## src/hw/rtl/gmmh_ram.sv

```systemverilog
// generic single write port ram with registered read
module gmmh_ram #(
  parameter int unsigned WIDTH  = 8,
  parameter int unsigned DEPTH  = 16,
  parameter int unsigned ADDR_W = $clog2(DEPTH)
) (
  input  logic              clk_i,
  input  logic              we_i,
  input  logic [ADDR_W-1:0] waddr_i,
  input  logic [WIDTH-1:0]  wdata_i,
  input  logic [ADDR_W-1:0] raddr_i,
  output logic [WIDTH-1:0]  rdata_o
);

  logic [WIDTH-1:0] mem_q [DEPTH];
  logic [WIDTH-1:0] rdata_q;

  always_ff @(posedge clk_i) begin
    if (we_i) begin
      mem_q[waddr_i] <= wdata_i;
    end
    rdata_q <= mem_q[raddr_i];
  end

  assign rdata_o = rdata_q;

endmodule

```

## config.mk

```make
export PLATFORM = sky130hd
export DESIGN_NAME = gmmh_ram
export DESIGN_NICKNAME = d
export VERILOG_FILES = /design/src/hw/rtl/gmmh_ram.sv
export SDC_FILE = /design/constraint.sdc
export NUM_CORES = 1
export LEC_CHECK = 0
export BUFFER_PORTS_ARGS = -buffer_cell sky130_fd_sc_hd__buf_2
export CAP_MARGIN = 10
export CORE_MARGIN = 3
export CORE_UTILIZATION = 26
export DETAILED_ROUTE_END_ITERATION = 10
export SYNTH_ARGS = -nofsm -noshare
export SYNTH_HDL_FRONTEND = slang
export SYNTH_SLANG_ARGS = --single-unit
export TNS_END_PERCENT = 1
```

## constraint.sdc

```tcl
create_clock -name clk_i -period 1.9 [get_ports clk_i]
set_input_delay 0.19 -clock clk_i [delete_from_list [all_inputs] [get_ports clk_i]]
set_output_delay 0.19 -clock clk_i [all_outputs]
set_load 0.02 [all_outputs]
```

== After elaboration in Yosys (flattened, before gate mapping) ==
Memory sizes are Yosys's and may differ from the RTL's. A register that Yosys moved wholly into a read port is not among the register bits.
Cells that the tools add are included.

* Mux-type cells: 2

{| class="wikitable"
|+ Operators with widths
! operator !! count
|-
| $mux W1 || 2
|}

* Input port bits: 18
* Memory bits (writable): 128
* Register bits after elaboration: 0
* Logic and storage cells: 3
* Memories: 1
* Output and inout port bits: 8

{| class="wikitable"
|+ Memories
! name !! depth !! bits a word !! rd ports !! clocked after memory_dff !! wr ports !! line !! source
|-
| mem_q || 16 || 8 || 1 || 1 || 1 || 15 || <nowiki>logic [WIDTH-1:0] mem_q [DEPTH];</nowiki>
|}

== Depth between registers and ports, before layout ==
* Depth after elaboration: 2
* Gate-level depth with buffers: 5
* Gate-level depth less buffers: 3

== Least setup slack after synthesis ==
No wires, ideal clock.

* Path type: input port to flip-flop
* From: input port waddr_i[2]
* To: memory mem_q[0][0], enable pin
* Data arrival time: 1.300 ns
* Data required time: 1.517 ns
* Library setup time: 0.383 ns
* Stages on the path: 2
* Buffers on the path: 0
* Path slack: 0.217 ns
* Cell sequence: or3b_2 > nor3_1

{| class="wikitable"
|+ RTL lines
! what !! line !! source
|-
| from (decl) || 9 || <nowiki>input logic [ADDR_W-1:0] waddr_i,</nowiki>
|-
| to (decl) || 15 ||
|}

No word-level cell before the write port.

==> run summary <==
POWER
--------------------------------------------------------------------------------------
PwrDens                                                                   1080 nW/um^2
Comb pwr share                                                                    4.9%
Switching power                                                                1.34 mW
Register share of total power                                                    49.5%
Power share of the clock group                                                   45.6%
Switching power share of the total                                               19.7%
Leakage                                                                        2.11 nW
Pwr Total                                                                      6.83 mW
Worst vdd rail ir drop                                                        0.524 mV
P_int                                                                          5.49 mW

GRT
--------------------------------------------------------------------------------------
Wire length of the first global-routing pass                                 15,900 um
Tot GR Track Use                                                                 10.0%
Aggregate global routing overflow                                                    0
Largest net degree at the start of global routing                                   24
Vias in the first global route                                                   2,618
Initial antenna violation count                                                      2

TIMING
--------------------------------------------------------------------------------------
Unrepaired setup endpoints after global routing                                     no
Post-route clock period utilization                                              72.2%
Number of hold violations in the final report                                        0
Final hold slack                                                              0.170 ns
Worst relative slew slack                                                        73.0%
Final count of negative-setup-slack endpoints                                        0
Final number of max-transition violations                                            0
Fin Setup TNS                                                                     0 ns
Max Clk Rate                                                                   729 MHz
Setup clock skew after layout                                               0.00720 ns
Worst-margin pin slew                                                         0.404 ns
Final worst path period need                                                   1.37 ns

PLACEMENT
--------------------------------------------------------------------------------------
Detailed Place HPWL                                                            6950 um
Final Wtd Congestion                                                             0.749
Instance area at placement                                                  5730 sq um
Number of buffer cells added on primary ports                                       25

CLOCK NETWORK
--------------------------------------------------------------------------------------
Post-CTS Repair Setup Buffers                                                        0
H-tree levels                                                                        4
Clock slew at the register clock pins of the worst setup and hold paths        0.06 ns
Post-CTS resize count                                                                0
Number of sinks driven by the clock tree                                           136
Cell at the root of the clock tree                                           clkbuf_16
Clock network latency to the later pin of the worst-skew pair                  0.41 ns
CTS tree                                                                         built
Clk buf depth                                                                        2
Number of buffers inserted for hold repair after clock tree synthesis                0
Inserted Clock Buffers                                                              17

CRITICAL PATH
--------------------------------------------------------------------------------------
Data arrival time of the critical path                                         1.65 ns
Biggest fanout along the worst timing path                                           1
Cell chain of the critical path                                           mux4_1 -> a22oi_1 -> nand2_1
Slowest cell on the critical path                                               mux4_1
Worst path required time                                                       2.18 ns
Worst path max stage delay                                                     0.50 ns
Dominant delay contributor by cell family on the critical path            multiplexers
WP buf/inv                                                                           0
Worst setup SP type                                                               flop
Kind of critical path                                                          reg2reg
Endpoint type of the worst setup path                                             flop

SYNTH
--------------------------------------------------------------------------------------
Most instantiated library cell after synthesis                                edfxtp_1
Library cell occupying the most area in the post-synthesis netlist            edfxtp_1
Area share of the largest cell type after synthesis                              74.7%
Count of distinct cell types in the synthesized netlist                             19
Portion of the post-synthesis area used by sequential elements                   77.8%
Synthesized netlist net count                                                      247
Post-synth ARST share                                                               0%
Cells after synthesis                                                              229
Number of enable-type register cells in the synthesized netlist                    128
Count of synthesis-stage warnings from yosys                                         0
Top cell types by occurrence after synthesis                              128 x edfxtp_1, 18 x mux4_2, 16 x a22oi_1
Post-synth design cell area                                                 5150 sq um
Post-synthesis register bit count                                                  136
Dominant synthesized flop cell                                                edfxtp_1
Mean post-synth cell area                                                   22.5 sq um
Leading cell types by total area after synthesis                          edfxtp_1 75%, mux4_2 7.9%, mux4_1 7.1%, dfxtp_1 3.1%, a22oi_1 2.3%

LAYOUT
--------------------------------------------------------------------------------------
Number of nets in the final layout                                                 307
Antenna cells                                                                        0
Number of filler cells placed in the layout                                      1,803
Total area of multi-input combinational cells                               1060 sq um
Synthesis-to-finish area growth                                                  22.4%
Area of all sequential standard cells                                       4000 sq um
Area of all placed cells without fillers                                    6300 sq um
Share of cells above drive strength 1                                            32.5%

ROUTE
--------------------------------------------------------------------------------------
Detail-routed net length per standard cell                                     18.2 um
Vias per cell                                                                     4.32
Length of the first detailed-routing pass in iterations                              4
Count of unresolved DRC violations after routing                                     0
Detailed Route WL                                                            10,200 um
DRC violation total after the first TritonRoute iteration                          225
DR vias                                                                          2,430
Number of nets still failing antenna checks after routing                            0

RUN
--------------------------------------------------------------------------------------
Max Cap Viol                                                                         0

FLOORPLAN
--------------------------------------------------------------------------------------
Floorplan die area                                                        21,500 sq um
I/O pin total                                                                       26
Die Width                                                                       147 um
Initial Util                                                                     27.0%
Std-Cell Rows                                                                       50
Placeable core region                                                     19,100 sq um
Die Height                                                                      147 um

RUN STATUS
--------------------------------------------------------------------------------------
Status                                                                    complete, no violations

HOLD PATH
--------------------------------------------------------------------------------------
Path class of the lowest-slack min-delay path                                   in2reg

## layer usage
metal	up-vias	global-route usage (%)	share of wire (%)
met5	-	0	0.26
met4	4	2.54	0.72
met3	13	3.98	5.4
met2	47	16.6	51
met1	1271	12.3	42
li1	1095	-	-
## state kept, by name (all words and copies together) (netlist names)
| signal | cells |
|---|---|
| rdata_o | 8 |
| mem_q | 128 |
## worst reg2reg max path: cells and delay by family (launching register included)
family | cells | cell delay [ns]
mux | 1 | 0.50
flops | 1 | 0.36
compound gates | 1 | 0.28
simple gates | 1 | 0.10
## path summary, 6_finish.rpt
path | from | end | slack (ns) | depth (start not counted)
max reg2reg | mem_q[2][3] | rdata_o[3] | 0.53 | 3
max | mem_q[2][3] | rdata_o[3] | 0.53 | 3
min reg2reg | mem_q[11][5] | rdata_o[5] | 0.68 | 3
min | wdata_i[2] | mem_q[5][2] | 0.17 | 1
## power by group through the flow
stage / combinational, mW / sequential (mW) / clock (mW)
after floorplan: 0.170 / 3.46 / 0
after global placement: 0.336 / 3.44 / 0
after detailed placement: 0.343 / 3.44 / 0
after CTS: 0.344 / 3.38 / 3.16
after global routing: 0.369 / 3.38 / 3.30
final: 0.336 / 3.38 / 3.11
## logic make-up after synthesis
group                  count (synthesis)  share of synthesized area [%]
buffers and inverters                 10                           1.68
multiplexers                          32                           15.0
AND/OR/NAND/NOR                       35                           3.18
flip-flops                           136                           77.8
AO/OA/AOI/OAI                         16                           2.33
## through the flow
stage | worst slack [ns] | cells | utilization [%]
CTS | 0.529 | 562 | 33.0
global placement | 0.280 | 530 | 30.0
global route | 0.478 | 562 | 33.0
floorplan | 0.217 | 229 | -
finish | 0.528 | 562 | 33.0
detailed placement | 0.288 | 530 | 30.0
## cell usage in the layout (no fill, tap or decap)
| cell | synthesis | final |
|---|---|---|
| buf_12 | 0 | 2 |
| clkbuf_1 | 0 | 4 |
| and2b_1 | 1 | 1 |
| mux4_2 | 18 | 18 |
| bufinv_16 | 0 | 2 |
| clkinvlp_4 | 0 | 3 |
| buf_4 | 1 | 24 |
| clkbuf_16 | 0 | 17 |
| buf_2 | 3 | 25 |
| or3b_2 | 1 | 1 |
| nand3_1 | 1 | 1 |
| nand3b_1 | 2 | 2 |
| a22oi_1 | 16 | 16 |
| clkinv_2 | 0 | 4 |
| clkbuf_8 | 0 | 2 |
| nor3_1 | 4 | 4 |
| edfxtp_1 | 128 | 128 |
| dfxtp_1 | 8 | 8 |
| and2_1 | 1 | 1 |
| mux4_1 | 14 | 14 |
| nand2b_1 | 2 | 2 |
| nor2_1 | 13 | 13 |
| nand2_1 | 9 | 9 |
| nor2b_1 | 1 | 1 |
## final cells by class
type | count | share of cell area (%)
Timing Repair Buffer | 51 | 5.48
Clock inverter | 9 | 1.63
Sequential cell | 136 | 63.5
Tap cell | 260 | 5.16
Clock buffer | 23 | 7.43
Multi-Input combinational cell | 83 | 16.8
No activity file was read; power rests on OpenSTA's default activity.
