==> src/hw/rtl/gmmh_pkg.sv <==
// shared constants, types and helpers of the group min/max hash accumulator
package gmmh_pkg;

  localparam int unsigned TABLE_SLOTS = 1024;
  localparam int unsigned SLOT_BITS   = $clog2(TABLE_SLOTS);
  localparam int unsigned KEY_BITS    = 52;
  localparam int unsigned GID_BITS    = 20;
  localparam int unsigned VAL_BITS    = 32;
  localparam int unsigned THR_BITS    = 31;
  localparam int unsigned COUNT_BITS  = 11;
  localparam int unsigned CFG_ADDR_W  = 3;

  localparam logic [63:0]           HASH_MULT    = 64'd1099511628211;
  localparam logic [SLOT_BITS-1:0]  HASH_LOW     = HASH_MULT[SLOT_BITS-1:0];
  localparam logic [SLOT_BITS-1:0]  SLOT_LAST    = SLOT_BITS'(TABLE_SLOTS - 1);
  localparam logic [COUNT_BITS-1:0] COUNT_MAX    = '1;
  localparam logic [THR_BITS-1:0]   THRESH_RESET = THR_BITS'(205887);

  localparam logic REG_SPREAD_THRESHOLD = 1'b0;

  typedef struct packed {
    logic                valid;
    logic [KEY_BITS-1:0] key;
    logic [VAL_BITS-1:0] mn;
    logic [VAL_BITS-1:0] mx;
  } entry_t;

  localparam int unsigned ENTRY_BITS = $bits(entry_t);

  typedef enum logic [2:0] {
    ST_CLEAR,
    ST_IDLE,
    ST_READ,
    ST_CHECK,
    ST_UPDATE,
    ST_DONE
  } state_e;

  function automatic logic [COUNT_BITS-1:0] sat_inc(input logic [COUNT_BITS-1:0] c);
    return (c == COUNT_MAX) ? c : c + COUNT_BITS'(1);
  endfunction

endpackage

==> src/hw/rtl/gmmh_spread_unit.sv <==
// shared spread compare: exact max minus min against the threshold
module gmmh_spread_unit (
  input  logic [gmmh_pkg::VAL_BITS-1:0] lo_i,
  input  logic [gmmh_pkg::VAL_BITS-1:0] hi_i,
  input  logic [gmmh_pkg::THR_BITS-1:0] thr_i,
  output logic                          reach_o
);

  logic signed [gmmh_pkg::VAL_BITS:0] spread;
  logic signed [gmmh_pkg::VAL_BITS:0] thr_ext;

  assign spread  = {hi_i[gmmh_pkg::VAL_BITS-1], hi_i} - {lo_i[gmmh_pkg::VAL_BITS-1], lo_i};
  assign thr_ext = {2'b00, thr_i};
  assign reach_o = (spread >= thr_ext);

endmodule

==> config.mk <==
export PLATFORM = sky130hd
export DESIGN_NAME = gmmh_spread_unit
export DESIGN_NICKNAME = d
export VERILOG_FILES = /design/src/hw/rtl/gmmh_pkg.sv /design/src/hw/rtl/gmmh_spread_unit.sv
export SDC_FILE = /design/constraint.sdc
export NUM_CORES = 1
export LEC_CHECK = 0
export ABC_AREA = 1
export BUFFER_PORTS_ARGS = -buffer_cell sky130_fd_sc_hd__buf_4
export CELL_PAD_IN_SITES_DETAIL_PLACEMENT = 1
export CELL_PAD_IN_SITES_GLOBAL_PLACEMENT = 2
export CORE_MARGIN = 2
export CORE_UTILIZATION = 29
export DETAILED_ROUTE_END_ITERATION = 6
export PLACE_DENSITY_LB_ADDON = 0.1
export SLEW_MARGIN = 10
export SYNTH_ARGS = -nofsm -noshare
export SYNTH_HDL_FRONTEND = slang
export SYNTH_SLANG_ARGS = --single-unit
==> constraint.sdc <==
create_clock -name vclk -period 7.4
set_clock_uncertainty 0.05 [all_clocks]
set_input_delay 1.11 -clock vclk [all_inputs]
set_output_delay 1.11 -clock vclk [all_outputs]
set_load 0.005 [all_outputs]
Word-level counts from Yosys, hierarchy flattened

Cells that the tools add are included.

Input port bits: 95
Register bits: 0
Logic and storage cells: 2
Output and inout port bits: 1

Order comparisons: 1
$add $sub $neg: 1

Operators by type and width:

| kind             | count |
|---|---|
| $ge A33 B32 Y1   | 1 |
| $sub A32 B32 Y33 | 1 |

Logic depth before layout (Yosys ltp)

Depth in word-level cells: 2
Gate-level depth with buffers: 23
Gate-level depth less buffers: 23

Least setup slack after synthesis

OpenSTA, ideal clock, no wires.

Kind: input to output
From: input port hi_i[0] in the netlist's numbering
To: output port reach_o
Path buffers: 0
Stages: 21
Slack: 2.789 ns
Arrival: 3.451 ns
Required time: 6.240 ns
Cell sequence: inv_1 ha_1 fa_1 o21ai_4 nand3_2 nand2_2 nand2_2 nand2_4 a21oi_1 xnor2_1 ha_1 nand2_1 inv_1 nand2_1 a31oi_1 nor2_1 nand2_1 nand2_1 nand2_1 nand2_1 a21oi_2

Longest elaborated chain between the ends: 2

RTL lines:

| what             | RTL line               | text |
|---|---|---|
| from (decl)      | gmmh_spread_unit.sv:4  | `input logic [gmmh_pkg::VAL_BITS-1:0] hi_i,` |
| $sub A32 B32 Y33 | gmmh_spread_unit.sv:12 | `assign spread = {hi_i[gmmh_pkg::VAL_BITS-1], hi_i} - {lo_i[gmmh_pkg::VAL_BITS-1], lo_i};` |
| $ge A33 B32 Y1   | gmmh_spread_unit.sv:14 | `assign reach_o = (spread >= thr_ext);` |
| to (decl)        | gmmh_spread_unit.sv:6  | `output logic reach_o` |

No other way between the ends.

Worst setup path in the final report

From: input port lo_i[0] in the netlist's numbering
To: output port reach_o

Longest elaborated chain between the ends: 2

RTL lines:

| what             | RTL line               | text |
|---|---|---|
| from (decl)      | gmmh_spread_unit.sv:3  | `input logic [gmmh_pkg::VAL_BITS-1:0] lo_i,` |
| $sub A32 B32 Y33 | gmmh_spread_unit.sv:12 |  |
| $ge A33 B32 Y1   | gmmh_spread_unit.sv:14 |  |

No other way between the ends.

==> results by group <==
Placement
  • IO buf count: 96
  • Placer Congestion: 0.842
  • Dpl hpwl: 9280 um

Power and ir drop
  • Switch Pwr: 190 uW
  • Pleak: 2.32 nW
  • Switching Share: 57.0%
  • Worst VDD drop: around 0.025 mV
  • Clock Power Share: 0%
  • Power share of the sequential group: 0%
  • Power Internal: 143 uW
  • PD cells: just under 90 nW/um^2
  • Gate power share: 100.0%

STA
  • Hold WS: 2.76 ns
  • Period minus WS final: 5.24 ns
  • TNS Setup: 0 ns
  • Worst Max-Slew Pin Slew: 0.549 ns
  • RSZ-0062 raised after global routing: false
  • Setup Viol. Count Final: 0
  • Max-slew headroom: 63.1%
  • Max-slew violation count: 0
  • Hold Vio Cnt, Final: 0
  • Final worst-path cycle share: a little over 70%
  • Max Freq: between 150 and 200 MHz

Die
  • Initial core utilization: between 20 and 30%
  • Die area: 11000 sq um
  • Die width: 105 um
  • I/O Pins: 96
  • # rows: 36
  • CORE AREA: 9820 sq um
  • Die Ht: around 100 um

Synth
  • Ys Warns: 0
  • Yosys top cell area share: 26.8%
  • Mapped cell area: roughly 3000 sq um
  • Syn_nets: 673
  • Count of cell types in the netlist: 36
  • Top-count cell post-synth: nand2_1
  • Syn Inst Count: around 510
  • Syn_area_per_cell: approximately 5.7 sq um
  • Synth area leader: ha_1
  • Seq/Total Area, Yosys: 0%
  • Top cells by count, synth: nand2_1 (129), inv_1 (115), ha_1 (63)
  • Synth area leaders: ha_1 (27%), nand2_1 (16%), inv_1 (15%), a21oi_1 (7.3%), nor2_1 (6.5%)

Global routing
  • Initial antenna violation count: 0
  • Gr usage total: 18.5%
  • Number of global-route vias before repair: 3820
  • First-pass GRT wire length: 17100 um
  • Largest net degree at the start of global routing: 7
  • GR Overflow Total: 0

CTS
  • Hold buffer count at cts: 0
  • Post-CTS Setup Bufs: 0
  • CTS resizes: 0

Detailed routing
  • Initial drt markers: 42
  • DR vias: 3525
  • DRC violations left: 0
  • Wire length per cell: 13.4 um
  • ANT nets after route: 0
  • DR pass1 iterations: 4
  • Vias/cell: 4.74
  • Wirelength, routed: 9920 um

Worst setup path
  • CP Capture Type: output pin
  • Crit-path slowest cell: fa_1
  • Worst path cell trace: buf_4, ha_1, fa_1, o21ai_4, nand3_2, nand2_2, nand2_1, nand2_1, xor2_1, ha_1, nand2_1, nor2_1, and2_1, nand2_1, nand2_1, nand2_1, nand2_1, nand2_1, nand2_1, nand2_1, a21oi_2, buf_4
  • Most used cell, CP: nand2_1
  • CP bufs+invs: 2
  • Setup CP Type: input port to output pin
  • Largest stage delay, worst path: 0.45 ns
  • Setup crit start kind: input port
  • Delay-heaviest family, CP: simple AND/OR/NAND/NOR gates
  • Worst EP required: ~6.2 ns
  • Critical Path AT: 4.08 ns
  • Max FO, Critical Path: 3

Job
  • Max-cap violations: 0

Layout
  • FILL cells: 1431
  • Final net count: 771
  • Register area: 0 sq um
  • Area Overhead vs Synth: 30.1%
  • Final core utilization: 39.0%
  • Share of cells above drive strength 1: between 10% and 20%
  • Clock Buffer Count: 0
  • Ant. Diodes: 0
  • Seq cells: 0

Min path
  • HP Class: input port to output pin

Status
  • Status: completed
==> cell usage in the layout (no fill, tap or decap), types with 2 or more instances in the layout <==
cell type and instances:
a21o_1 10, a21oi_1 43, a21oi_2 6, a31oi_1 3, buf_4 96, ha_1 63
inv_1 115, inv_2 3, nand2_1 129, nand2_2 3, nand3_1 18, nand3_2 4
nand3b_1 2, nand4_1 4, nor2_1 51, nor3_1 3, o21ai_0 9, o21ai_1 2
o21ai_2 2, o21bai_1 4, xnor2_1 10, xor2_1 15
==> final timing paths <==
check | start | end | slack, ns | cells after the start
worst max-delay path | lo_i[0] | reach_o | 2.16 | 22
worst min-delay path | hi_i[31] | reach_o | 2.76 | 6
==> per-stage QoR <==
stage          setup WS [ns]  cell area [sq um]  power (mW)  std cells
2_1_floorplan           2.79               2950       0.225        514
3_3_place_gp            2.10               3830       0.331        743
3_5_place_dp            2.09               3830       0.338        743
4_1_cts                 2.08               3830       0.340        743
5_1_grt                 1.89               3830       0.388        743
6_report                2.16               3830       0.333        743
==> metal layers <==
layer / up-vias / wire [um] / track usage (%) / share of wire [%]
met5: - / 0 / 0 / 0
met4: 0 / 159 / 2.57 / 1.6
met3: 12 / 318 / 0.686 / 3.2
met2: 68 / 5190 / 37.0 / 52
met1: 1614 / 4250 / 22.1 / 43
li1: 1831 / - / - / -
==> logic make-up (layout without fill, tap and decap cells) <==
family / after synthesis / after routing / share of synthesized area [%]
adders and majority gates: 64 / 64 / 27.4
buffers and inverters: 118 / 214 / 15.0
AOI/OAI and AO/OA: 88 / 88 / 18.9
and+or+nand+nor: 219 / 219 / 31.2
xor gates and xnor gates: 25 / 25 / 7.43
==> power by group through the flow <==
stage,registers (mW),clock network (mW),logic (mW)
2_1_floorplan,0,0,0.225
3_3_place_gp,0,0,0.331
3_5_place_dp,0,0,0.338
4_1_cts,0,0,0.340
5_1_grt,0,0,0.388
6_report,0,0,0.333
==> final cells by class <==
type	count	area, sq um	area share, %
inverter	118	443	11.6
multi-input combinational	396	2500	65.3
timing repair buffer	96	721	18.8
tap	133	166	4.34
Power figures use the tool's default switching activity.
